[src/rtl/core/lft_pkg.sv]
// lft_pkg: shared types and constants of the least frequent top-k core
// word layouts of the request and result channels, command codes, register map
// no dependencies
`default_nettype none

package lft_pkg;

   // fixed field widths
   localparam int VALUE_BITS     = 7;
   localparam int OUT_COUNT_BITS = 16;

   // command codes
   localparam logic CMD_ADD    = 1'b0;
   localparam logic CMD_FINISH = 1'b1;

   // register map: register index taken from paddr[2]
   localparam logic       REG_KEEP_COUNT   = 1'b0;
   localparam logic [1:0] KEEP_COUNT_RESET = 2'd3;

   // request word
   typedef struct packed {
      logic                  command;
      logic [VALUE_BITS-1:0] sample_value;
   } req_type;

   // result word
   typedef struct packed {
      logic [VALUE_BITS-1:0]     found_value;
      logic [OUT_COUNT_BITS-1:0] found_count;
      logic                      found_valid;
      logic                      last_result;
   } rsp_type;

endpackage

`default_nettype wire

[src/rtl/core/least_frequent_top_k_core.sv]
// least_frequent_top_k_core: histogram with least frequent top-k report
// single module; uses lft_pkg for word types, command codes and register map
//
// usage
//   request channel: a word is taken at a rising edge with start high and busy low.
//   an add word counts sample_value into a saturating histogram bin held in one
//   synchronous ram; adds stream at one word per cycle through a read-modify-write
//   pipeline with forwarding of the previous write.
//   a finish word scans all BIN_COUNT bins, one bin read per cycle from the ram
//   port, clearing each bin as it goes, and keeps the least frequent values in a
//   sorted row of KEEP_MAX slots. the results follow the scan and a drain state,
//   one result per cycle, 1 to keep_count (clamped to 1..KEEP_MAX) results,
//   largest count first; an empty histogram gives one invalid result.
//   busy stays high from the finish word until the last result has gone.
//   result channel: each result is shown for one cycle with rsp_valid high; the
//   receiver cannot stall it.
//   config: apb write to keep_count at byte address 0, pready always high.
//   reset: synchronous; keep_count returns to 3 and a clearing pass over all
//   BIN_COUNT bins zeroes the ram with busy high.
`default_nettype none

module least_frequent_top_k_core #(
   parameter int KEEP_MAX   = 3,
   parameter int BIN_COUNT  = 128,
   parameter int COUNT_BITS = 16
) (
   input  wire                     clock,
   input  wire                     reset,
   // request channel
   input  wire                     start,
   output logic                    busy,
   input  wire  lft_pkg::req_type  req_data,
   // result channel
   output logic                    rsp_valid,
   output lft_pkg::rsp_type        rsp_data,
   // config port
   input  wire                     psel,
   input  wire                     penable,
   input  wire                     pwrite,
   input  wire  [2:0]              paddr,
   input  wire  [31:0]             pwdata,
   output logic [31:0]             prdata,
   output logic                    pready
);

   localparam int ADDR_BITS = (BIN_COUNT > 1) ? $clog2(BIN_COUNT) : 1;
   localparam int FILL_BITS = $clog2(KEEP_MAX + 1);
   localparam logic [ADDR_BITS-1:0] LAST_POS = ADDR_BITS'(BIN_COUNT - 1);

   // state codes
   localparam logic [2:0] ST_CLEAR = 3'd0;
   localparam logic [2:0] ST_IDLE  = 3'd1;
   localparam logic [2:0] ST_SCAN  = 3'd2;
   localparam logic [2:0] ST_DRAIN = 3'd3;
   localparam logic [2:0] ST_EMIT  = 3'd4;

   // control registers
   logic [2:0]           state_ff, state_in;
   logic [ADDR_BITS-1:0] pos_ff, pos_in;
   logic [1:0]           keep_count_ff, keep_count_in;
   logic [FILL_BITS-1:0] filled_ff, filled_in;
   logic                 rd_valid_ff, rd_valid_in;
   logic                 rd_scan_ff, rd_scan_in;
   logic [ADDR_BITS-1:0] rd_addr_ff, rd_addr_in;
   logic                 wr_valid_ff, wr_valid_in;
   logic [ADDR_BITS-1:0] wr_addr_ff, wr_addr_in;
   logic [COUNT_BITS-1:0] wr_data_ff, wr_data_in;

   // kept slots, sorted by descending count then descending value
   logic [lft_pkg::VALUE_BITS-1:0] kv_ff [KEEP_MAX];
   logic [lft_pkg::VALUE_BITS-1:0] kv_in [KEEP_MAX];
   logic [COUNT_BITS-1:0]          kc_ff [KEEP_MAX];
   logic [COUNT_BITS-1:0]          kc_in [KEEP_MAX];
   logic [KEEP_MAX-1:0]            ku_ff, ku_in;

   // histogram ram
   logic [COUNT_BITS-1:0] mem [BIN_COUNT];
   logic [COUNT_BITS-1:0] mem_q_ff;
   logic [ADDR_BITS-1:0]  mem_raddr;
   logic                  mem_we;
   logic [ADDR_BITS-1:0]  mem_waddr;
   logic [COUNT_BITS-1:0] mem_wdata;

   // datapath helpers
   logic [COUNT_BITS-1:0]          bin_cnt;
   logic [lft_pkg::VALUE_BITS-1:0] bin_val;
   logic [KEEP_MAX-1:0]            above;
   logic [KEEP_MAX-1:0]            above_nx;
   logic [lft_pkg::VALUE_BITS-1:0] kv_nx [KEEP_MAX];
   logic [COUNT_BITS-1:0]          kc_nx [KEEP_MAX];
   logic [KEEP_MAX-1:0]            ku_nx;
   logic [FILL_BITS-1:0]           keep_eff;
   logic                           cfg_write;
   logic                           accept;

   assign pready    = 1'b1;
   assign cfg_write = psel && penable && pwrite;
   assign accept    = start && (state_ff == ST_IDLE);
   assign busy      = (state_ff != ST_IDLE);

   // register read-back
   always_comb begin
      prdata = 32'd0;
      if (paddr[2] == lft_pkg::REG_KEEP_COUNT) begin
         prdata = 32'(keep_count_ff);
      end
   end

   // keep_count clamped to 1..KEEP_MAX
   always_comb begin
      if (keep_count_ff == 2'd0) begin
         keep_eff = FILL_BITS'(1);
      end else if (32'(keep_count_ff) > KEEP_MAX) begin
         keep_eff = FILL_BITS'(KEEP_MAX);
      end else begin
         keep_eff = FILL_BITS'(keep_count_ff);
      end
   end

   // bin read data with forwarding of the write made at the previous edge
   always_comb begin
      if (wr_valid_ff && (wr_addr_ff == rd_addr_ff)) begin
         bin_cnt = wr_data_ff;
      end else begin
         bin_cnt = mem_q_ff;
      end
      bin_val = lft_pkg::VALUE_BITS'(rd_addr_ff);
   end

   // slot ranks above the bin under scan, and the slot row shifted by one
   always_comb begin
      for (int i = 0; i < KEEP_MAX; i++) begin
         above[i] = ku_ff[i] && ((kc_ff[i] > bin_cnt) ||
                    ((kc_ff[i] == bin_cnt) && (kv_ff[i] > bin_val)));
      end
      for (int i = 0; i < KEEP_MAX; i++) begin
         kv_nx[i]    = kv_ff[i];
         kc_nx[i]    = kc_ff[i];
         ku_nx[i]    = 1'b0;
         above_nx[i] = 1'b0;
      end
      for (int i = 0; i < KEEP_MAX - 1; i++) begin
         kv_nx[i]    = kv_ff[i+1];
         kc_nx[i]    = kc_ff[i+1];
         ku_nx[i]    = ku_ff[i+1];
         above_nx[i] = above[i+1];
      end
   end

   // sequencer, bin update and slot update
   always_comb begin
      state_in      = state_ff;
      pos_in        = pos_ff;
      keep_count_in = keep_count_ff;
      filled_in     = filled_ff;
      rd_valid_in   = 1'b0;
      rd_scan_in    = rd_scan_ff;
      rd_addr_in    = rd_addr_ff;
      wr_valid_in   = 1'b0;
      wr_addr_in    = wr_addr_ff;
      wr_data_in    = wr_data_ff;
      kv_in         = kv_ff;
      kc_in         = kc_ff;
      ku_in         = ku_ff;
      mem_raddr     = rd_addr_ff;
      mem_we        = 1'b0;
      mem_waddr     = rd_addr_ff;
      mem_wdata     = '0;
      rsp_valid     = 1'b0;
      rsp_data      = '0;

      if (cfg_write && (paddr[2] == lft_pkg::REG_KEEP_COUNT)) begin
         keep_count_in = pwdata[1:0];
      end

      // second stage: write back a counted bin or take a scanned bin
      if (rd_valid_ff) begin
         mem_we      = 1'b1;
         mem_waddr   = rd_addr_ff;
         wr_valid_in = 1'b1;
         wr_addr_in  = rd_addr_ff;
         if (!rd_scan_ff) begin
            if (bin_cnt == {COUNT_BITS{1'b1}}) begin
               mem_wdata = bin_cnt;
            end else begin
               mem_wdata = bin_cnt + COUNT_BITS'(1);
            end
         end else begin
            mem_wdata = '0;
            if (bin_cnt != '0) begin
               if (filled_ff < keep_eff) begin
                  // insert into sorted row
                  if (!above[0]) begin
                     kv_in[0] = bin_val;
                     kc_in[0] = bin_cnt;
                  end
                  for (int i = 1; i < KEEP_MAX; i++) begin
                     if (!above[i]) begin
                        if (above[i-1]) begin
                           kv_in[i] = bin_val;
                           kc_in[i] = bin_cnt;
                        end else begin
                           kv_in[i] = kv_ff[i-1];
                           kc_in[i] = kc_ff[i-1];
                        end
                     end
                  end
                  for (int i = 0; i < KEEP_MAX; i++) begin
                     if (i == int'(filled_ff)) begin
                        ku_in[i] = 1'b1;
                     end
                  end
                  filled_in = filled_ff + FILL_BITS'(1);
               end else if (bin_cnt < kc_ff[0]) begin
                  // drop the top slot and insert the new bin
                  for (int i = 0; i < KEEP_MAX; i++) begin
                     if (above_nx[i]) begin
                        kv_in[i] = kv_nx[i];
                        kc_in[i] = kc_nx[i];
                     end else if ((i == 0) || above[i]) begin
                        kv_in[i] = bin_val;
                        kc_in[i] = bin_cnt;
                     end
                  end
               end
            end
         end
         wr_data_in = mem_wdata;
      end

      unique case (state_ff)
         ST_CLEAR: begin
            mem_we    = 1'b1;
            mem_waddr = pos_ff;
            mem_wdata = '0;
            pos_in    = pos_ff + ADDR_BITS'(1);
            if (pos_ff == LAST_POS) begin
               pos_in   = '0;
               state_in = ST_IDLE;
            end
         end
         ST_IDLE: begin
            if (accept) begin
               if (req_data.command == lft_pkg::CMD_ADD) begin
                  if (32'(req_data.sample_value) < BIN_COUNT) begin
                     mem_raddr   = ADDR_BITS'(req_data.sample_value);
                     rd_addr_in  = ADDR_BITS'(req_data.sample_value);
                     rd_scan_in  = 1'b0;
                     rd_valid_in = 1'b1;
                  end
               end else begin
                  pos_in    = '0;
                  filled_in = '0;
                  ku_in     = '0;
                  state_in  = ST_SCAN;
               end
            end
         end
         ST_SCAN: begin
            mem_raddr   = pos_ff;
            rd_addr_in  = pos_ff;
            rd_scan_in  = 1'b1;
            rd_valid_in = 1'b1;
            pos_in      = pos_ff + ADDR_BITS'(1);
            if (pos_ff == LAST_POS) begin
               pos_in   = '0;
               state_in = ST_DRAIN;
            end
         end
         ST_DRAIN: begin
            state_in = ST_EMIT;
         end
         ST_EMIT: begin
            rsp_valid = 1'b1;
            if (filled_ff == '0) begin
               rsp_data.last_result = 1'b1;
               state_in             = ST_IDLE;
            end else begin
               rsp_data.found_value = kv_ff[0];
               rsp_data.found_count = lft_pkg::OUT_COUNT_BITS'(kc_ff[0]);
               rsp_data.found_valid = 1'b1;
               rsp_data.last_result = (filled_ff == FILL_BITS'(1));
               kv_in     = kv_nx;
               kc_in     = kc_nx;
               ku_in     = ku_nx;
               filled_in = filled_ff - FILL_BITS'(1);
               if (filled_ff == FILL_BITS'(1)) begin
                  state_in = ST_IDLE;
               end
            end
         end
         default: begin
            state_in = ST_CLEAR;
            pos_in   = '0;
         end
      endcase
   end

   // histogram ram, one write and one registered read per cycle
   always_ff @(posedge clock) begin
      if (mem_we) begin
         mem[mem_waddr] <= mem_wdata;
      end
      mem_q_ff <= mem[mem_raddr];
   end

   // control registers
   always_ff @(posedge clock) begin
      if (reset) begin
         state_ff      <= ST_CLEAR;
         pos_ff        <= '0;
         keep_count_ff <= lft_pkg::KEEP_COUNT_RESET;
         filled_ff     <= '0;
         rd_valid_ff   <= 1'b0;
         wr_valid_ff   <= 1'b0;
         ku_ff         <= '0;
      end else begin
         state_ff      <= state_in;
         pos_ff        <= pos_in;
         keep_count_ff <= keep_count_in;
         filled_ff     <= filled_in;
         rd_valid_ff   <= rd_valid_in;
         wr_valid_ff   <= wr_valid_in;
         ku_ff         <= ku_in;
      end
   end

   // payload registers
   always_ff @(posedge clock) begin
      rd_scan_ff <= rd_scan_in;
      rd_addr_ff <= rd_addr_in;
      wr_addr_ff <= wr_addr_in;
      wr_data_ff <= wr_data_in;
      kv_ff      <= kv_in;
      kc_ff      <= kc_in;
   end

endmodule

`default_nettype wire
[config.mk]
export PLATFORM = sky130hd
export DESIGN_NAME = least_frequent_top_k_core
export DESIGN_NICKNAME = d
export VERILOG_FILES = /design/src/rtl/core/lft_pkg.sv /design/src/rtl/core/least_frequent_top_k_core.sv
export SDC_FILE = /design/constraint.sdc
export NUM_CORES = 2
export LEC_CHECK = 0
export ABC_AREA = 1
export BUFFER_PORTS_ARGS = -buffer_cell sky130_fd_sc_hd__buf_2
export CAP_MARGIN = 5
export CORE_UTILIZATION = 25
export DETAILED_ROUTE_END_ITERATION = 6
export PLACE_DENSITY = 0.35
export SYNTH_ARGS = -nofsm -noshare
export SYNTH_HDL_FRONTEND = slang
export SYNTH_SLANG_ARGS = --single-unit
[constraint.sdc]
create_clock -name clock -period 28.4 [get_ports clock]
set_clock_uncertainty 0.2 [all_clocks]
set_input_delay 2.84 -clock clock [delete_from_list [all_inputs] [get_ports clock]]
set_output_delay 2.84 -clock clock [all_outputs]
set_load 0.02 [all_outputs]
* Word level (Yosys, flattened, before mapping)
Memories as Yosys holds them, arrays and structs flattened. A register that Yosys moved wholly into a read port is not among the register bits.
Index checks and enable logic that the tools add are counted.
** Storage, ports and cells
- Logic and storage cells :: 161
- Bits in writable memories :: 2048
- Flip-flop bits (word level) :: 119
- Memories :: 1
** Cells by class
- Reduce and logical (&&, ||, !) cells :: 25
- Order comparisons :: 8
- Bitwise logic cells :: 2
- Mux-type cells :: 83
- Add/sub/neg operators :: 4
- Eq/ne operators :: 21
** Memories
- mem :: words 128, bits a word 16, read ports 1, clocked after memory_dff 1, write ports 1, RTL line least_frequent_top_k_core.sv:77 : logic [COUNT_BITS-1:0] mem [BIN_COUNT];
** Operators with widths (count)
- 2-to-1 mux 48 bit :: 7
- 2-to-1 mux 16 bit :: 12
- 2-to-1 mux 21 bit :: 7
- 2-to-1 mux 7 bit :: 13
- == test 16 bit :: 3
- > comparator 16 bit :: 3
- 2-to-1 mux 3 bit :: 13
- 2-to-1 mux 25 bit :: 1
- 2-to-1 mux 24 bit :: 1
- > comparator 7 bit :: 3
- case mux 7 bit (3 select lines) :: 1
- 2-to-1 mux 2 bit :: 9
- adder 16 x 1 -> 16 bit (second input constant) :: 1
- == test 16 bit (second input constant) :: 1
- less-than comparator 16 bit :: 1
- nonzero test 16 bit :: 1
- case mux 3 bit (5 select lines) :: 1
- case mux 7 bit (2 select lines) :: 1
- 2-to-1 mux 1 bit :: 13
- != test 2 bit (second input constant) :: 6
- logical AND 1 bit :: 11
- adder 7 x 1 -> 7 bit (second input constant) :: 1
- == test 7 bit :: 1
- == test 7 bit (second input constant) :: 1
- 21 further kinds :: 31

* Logic depth before layout (Yosys ltp)
- Depth in word-level cells :: 16
- Depth in mapped cells :: 31

* Worst setup path before layout
OpenSTA, ideal clock, no wires.
- Path kind :: register -> register
- From :: register rd_addr_ff[0], in the netlist bin_val[0]
- To :: memory mem[0][2] (data pin)
- Data required time :: 26690 ps
- Buffers on the path :: 1
- Slack :: 17716 ps
- Cell stages (with the launch flop) :: 19
- Library setup time :: 1510 ps
- Arrival time :: 8974 ps
- Cell sequence :: dfxtp_1 -> inv_2 -> nand2_1 -> nand3_1 -> nor2_4 -> nand2_2 -> buf_6 -> nand2_1 -> nand2_2 -> inv_2 -> ha_1 -> nand2_1 -> nor2_1 -> nand3_1 -> nor2_1 -> nand4_1 -> inv_1 -> nor2_1 -> nor4_1
** On the way
- Word-level cells in the longest chain between the ends :: 8
** Ends and longest elaborated chain
- from (decl) :: RTL line least_frequent_top_k_core.sv:64 : logic [ADDR_BITS-1:0] rd_addr_ff, rd_addr_in;
- from (signal assigned) :: RTL line least_frequent_top_k_core.sv:331 : rd_addr_ff <= rd_addr_in;
- == test 7 bit * :: RTL line least_frequent_top_k_core.sv:122 : if (wr_valid_ff && (wr_addr_ff == rd_addr_ff)) begin
- logical AND 1 bit * :: RTL line least_frequent_top_k_core.sv:122
- 2-to-1 mux 16 bit * :: RTL line least_frequent_top_k_core.sv:122
- adder 16 x 1 -> 16 bit or == test 16 bit (tied branches) :: RTL line least_frequent_top_k_core.sv:186, least_frequent_top_k_core.sv:183
- 2-to-1 mux 16 bit * :: RTL line least_frequent_top_k_core.sv:183 : if (bin_cnt == {COUNT_BITS{1'b1}}) begin
- 2-to-1 mux 16 bit * :: RTL line least_frequent_top_k_core.sv:182 : if (!rd_scan_ff) begin
- 2-to-1 mux 16 bit * :: RTL line least_frequent_top_k_core.sv:177 : if (rd_valid_ff) begin
- 2-to-1 mux 16 bit * :: RTL line least_frequent_top_k_core.sv:231 : unique case (state_ff)
- via mem_wdata[2] :: RTL line least_frequent_top_k_core.sv:82 : logic [COUNT_BITS-1:0] mem_wdata;
- to (decl) :: RTL line least_frequent_top_k_core.sv:77
Mark *: on every way through the listed nets, which the timed path passes. The rest lies on a longest branch.

* Worst setup path after layout
- From :: input port start
- To :: register mem_q_ff[9], read port of mem
** On the way
- Word-level cells in the longest chain between the ends :: 3
** Ends and longest elaborated chain
- from (decl) :: RTL line least_frequent_top_k_core.sv:30 : input wire start,
- logical AND 1 bit :: RTL line least_frequent_top_k_core.sv:98 : assign accept = start && (state_ff == ST_IDLE);
- 2-to-1 mux 7 bit
- case mux 7 bit (2 select lines)
- to (decl) :: RTL line least_frequent_top_k_core.sv:78 : logic [COUNT_BITS-1:0] mem_q_ff;
Every way passes these cells.
A chain may end at the register's enable or synchronous reset.

==> qor.tcl <==
set qor(synth_adder_area_share) 0.00908
set qor(final_period_demand_of_the_worst_path_ns) 8.89
set qor(power.net_switching_mw) 2.67
set qor(routed-via-count) 64700
set qor(synth_area_per_cell_um2) 10.9
set qor(power.density_mw_per_mm2) 77.0
set qor(switching_share) 0.312
set qor(outcome) {completed}
set qor(clock-sinks) 2183
set qor(max_cap_viol_count) 0
set qor(synth.lib_cells_used.distinct) 53
set qor(crit_path_largest_cell_delay_ns) 0.73
set qor(clock_tree_from_tritoncts) {yes}
set qor(die-area_mm2) 0.389
set qor(ir_drop_v) 0.0000399
set qor(placeableCoreArea_mm2) 0.383
set qor(report.final.setup_viol) 0
set qor(start_util) 0.252
set qor(ys_seq_area_frac) 0.670
set qor(mappedNetlistArea_mm2) 0.0965
set qor(multiInputGateArea_mm2) 0.0249
set qor(drt_first_iter_violations) 4127
set qor(layout.area.seq_mm2) 0.0647
set qor(cts-root-to-sink-buffers) 4
set qor(crit_path_capture_type) {flip-flop}
set qor(first_global_vias) 62200
set qor(synth_top_family_by_area) {simple AND/OR/NAND/NOR gates}
set qor(critical_path.startpoint_type) {primary input}
set qor(groute.usage.overall) 0.162
set qor(finalHoldViolCount) 0
set qor(cp_common_cell) {buf_4}
set qor(crit_chain) {buf_2 > inv_1 > nor3_4 > nand3_1 > o211ai_4 > buf_4 > buf_4 > buf_4 > buf_4 > buf_4 > o21ai_0 > nand2_1 > a21oi_1 > o211ai_1 > nand3_1 > nand3_1 > nand2_1}
set qor(detail_route.wirelength_um) 321000
set qor(worst-endpoint-arrival_ns) 9.43
set qor(global_route_wire_length_before_repair_um) 462000
set qor(maxClockFrequency_mhz) 113
set qor(antenna_violations_before_repair) 12
set qor(n_fill_cell) 39200
set qor(final_layout_size_suffix_gt1_frac) 0.0823
set qor(crit_path_top_delay_cell) {buf_4}
set qor(p_int_mw) 5.88
set qor(yosys.area_share.xor_xnor) 0.000363
set qor(final_net_count) 9014
set qor(antenna_left) 0
set qor(worst-slew-pin-transition_ns) 1.23
set qor(routedWlPerCell_um) 22.7
set qor(total_leakage_power_nw) 43.2
set qor(synth_cells) 8877
set qor(clkLatencyLatePin_ns) 0.89
set qor(synth_async_sr_flop_share) 0
set qor(grt_remaining_overflow) 0
set qor(seq_power_share) 0.415
set qor(layout_commonest_cell) {edfxtp_1}
set qor(detailed_place_hpwl_um) 181000
set qor(synth_simple_gate_area_frac) 0.132
set qor(finalCoreUtilization) 0.290
set qor(post_synth_mux_area_share) 0
set qor(rsz_0062_raised_after_global_routing) {false}
set qor(synthesized_area_fraction_occupied_by_ao_oa_aoi_and_oai_cells) 0.113
set qor(cts_hold_repair.buffers) 0
set qor(part_of_the_power_in_the_clock_network) 0.390
set qor(critical_path_class) {in -> reg}
set qor(tritoncts.num_buffers) 272
set qor(area_growth_syn_to_layout_pct) 15.2
set qor(comb_power_share) 0.195
set qor(synth-edff-count) 2095
set qor(worst-r2r-setup-slack_ns) 20.95
set qor(vias_per_cell) 4.58
set qor(slew_headroom) 0.174
set qor(drc_errors) 0
set qor(final_cell_mix) {edfxtp_1 (2095), nand2_1 (1972), inv_1 (1220)}
set qor(post-cts-setup-buffers) 0
set qor(cts_max_level) 5
set qor(clk_transition_reported_paths_ns) 0.06
set qor(min_path_type) {reg -> reg}
set qor(placement_rows) 227
set qor(io-pin-count) 109
set qor(synth.yosys.warnings) 0
set qor(first_pass_iters) 5
set qor(die-width_um) 623
set qor(timing.setup.tns_ns) 0
set qor(gp_routability_congestion) 0.757
set qor(die-height_um) 623
set qor(power_mw) 8.56
set qor(fin_crit_sh) 0.313
set qor(worst_path_maximum_fanout) 82
set qor(synth_ff_type) {edfxtp_1}
set qor(io_buffers) 45
set qor(finalMaxSlewViolations) 0
set qor(cp_data_required_time_ns) 28.95
set qor(cts.repair.resized) 0
set qor(number_of_storage_elements_in_the_synthesis_netlist) 2183
set qor(cts_root_buffer) {clkbuf_16}
set qor(grt_max_degree) 201
[final timing paths]
path	from	to	cells after the start
worst max-delay path	start	mem_q_ff[9]	17
worst min-delay path	pos_ff[1]	pos_ff[1]	2
worst max register to register	state_ff[0]	mem_q_ff[9]	18
worst min register to register	pos_ff[1]	pos_ff[1]	2
[power groups by stage]
stage | Sequential [mW] | Clock [mW] | Combinational (mW)
global placement | 3.62 | 0 | 1.70
CTS | 3.56 | 3.45 | 1.70
detailed placement | 3.62 | 0 | 1.70
floorplan | 3.60 | 0 | 1.06
finish | 3.56 | 3.34 | 1.67
global route | 3.56 | 3.56 | 1.85
[cells by family after synthesis]
kind of cell,count (synthesis)
other,2
buffers and inverters,1828
AO/OA/AOI/OAI,1695
AND/OR/NAND/NOR,3095
flip-flops,2183
XOR/XNOR,4
adder cells (fa/ha/maj),70
[Yosys cell counts (all sizes together) (3+ instances only)]
master / count / area share
o21a: 7 / 0.00054
dfxtp: 88 / 0.018
nor4: 4 / 0.00026
nand4: 13 / 0.00084
buf: 315 / 0.017
nand3: 712 / 0.037
o31ai: 3 / 0.00023
ha: 70 / 0.0091
edfxtp: 2095 / 0.65
xor2: 3 / 0.00027
a21oi: 307 / 0.016
nand3b: 21 / 0.0017
inv: 1245 / 0.048
nor2: 330 / 0.013
clkbuf: 265 / 0.010
a31oi: 6 / 0.00070
clkinv: 3 / 0.00012
nor3: 26 / 0.0015
nand2: 1985 / 0.078
o21ai: 450 / 0.024
o211ai: 873 / 0.068
o22ai: 37 / 0.0024
[metrics by stage]
step                hold slack [ns]  instance area, um2  setup slack [ns]  instances
floorplan                     0.262               96600             17.72       8906
global placement              0.280              103000             18.66      13700
detailed placement            0.291              103000             18.58      13700
CTS                           0.299              111000             19.55      14100
global route                  0.330              111000             19.20      14100
finish                        0.296              111000             19.51      14100
[critical path: cells and delay by family]
family                 cells  cell delay (ns)
buffers and inverters      7             3.41
AND/OR/NAND/NOR            6             2.04
AO/OA/AOI/OAI              4             0.89
[layout make-up]
class	count	area share
multi-input combinational	4895	0.224
tap	5038	0.0567
clock buffer	350	0.0655
inverter	1248	0.0423
sequential	2183	0.582
antenna	12	0.000270
timing repair buffer	295	0.0198
clock inverter	116	0.00930
[per-layer routing]
metal	part of all wire	wire [um]	global-route usage	vias to the layer above
met2	0.47	149000	0.265	1214
met3	0.037	11800	0.0186	429
met5	0	0	0	-
met4	0.026	8420	0.0440	0
li1	-	-	-	30900
met1	0.47	151000	0.225	32200
[flip-flops by register name, indices dropped and copies added (netlist names)]
register       count
kc_ff             48
state_ff           3
mem_q_ff          16
ku_ff              3
rd_scan_ff         1
keep_count_ff      2
wr_addr_ff         7
rd_valid_ff        1
pos_ff             7
wr_data_ff        16
mem             2048
kv_ff             21
bin_val            7
wr_valid_ff        1
filled_ff          2
(Power assumes the default switching activity.)
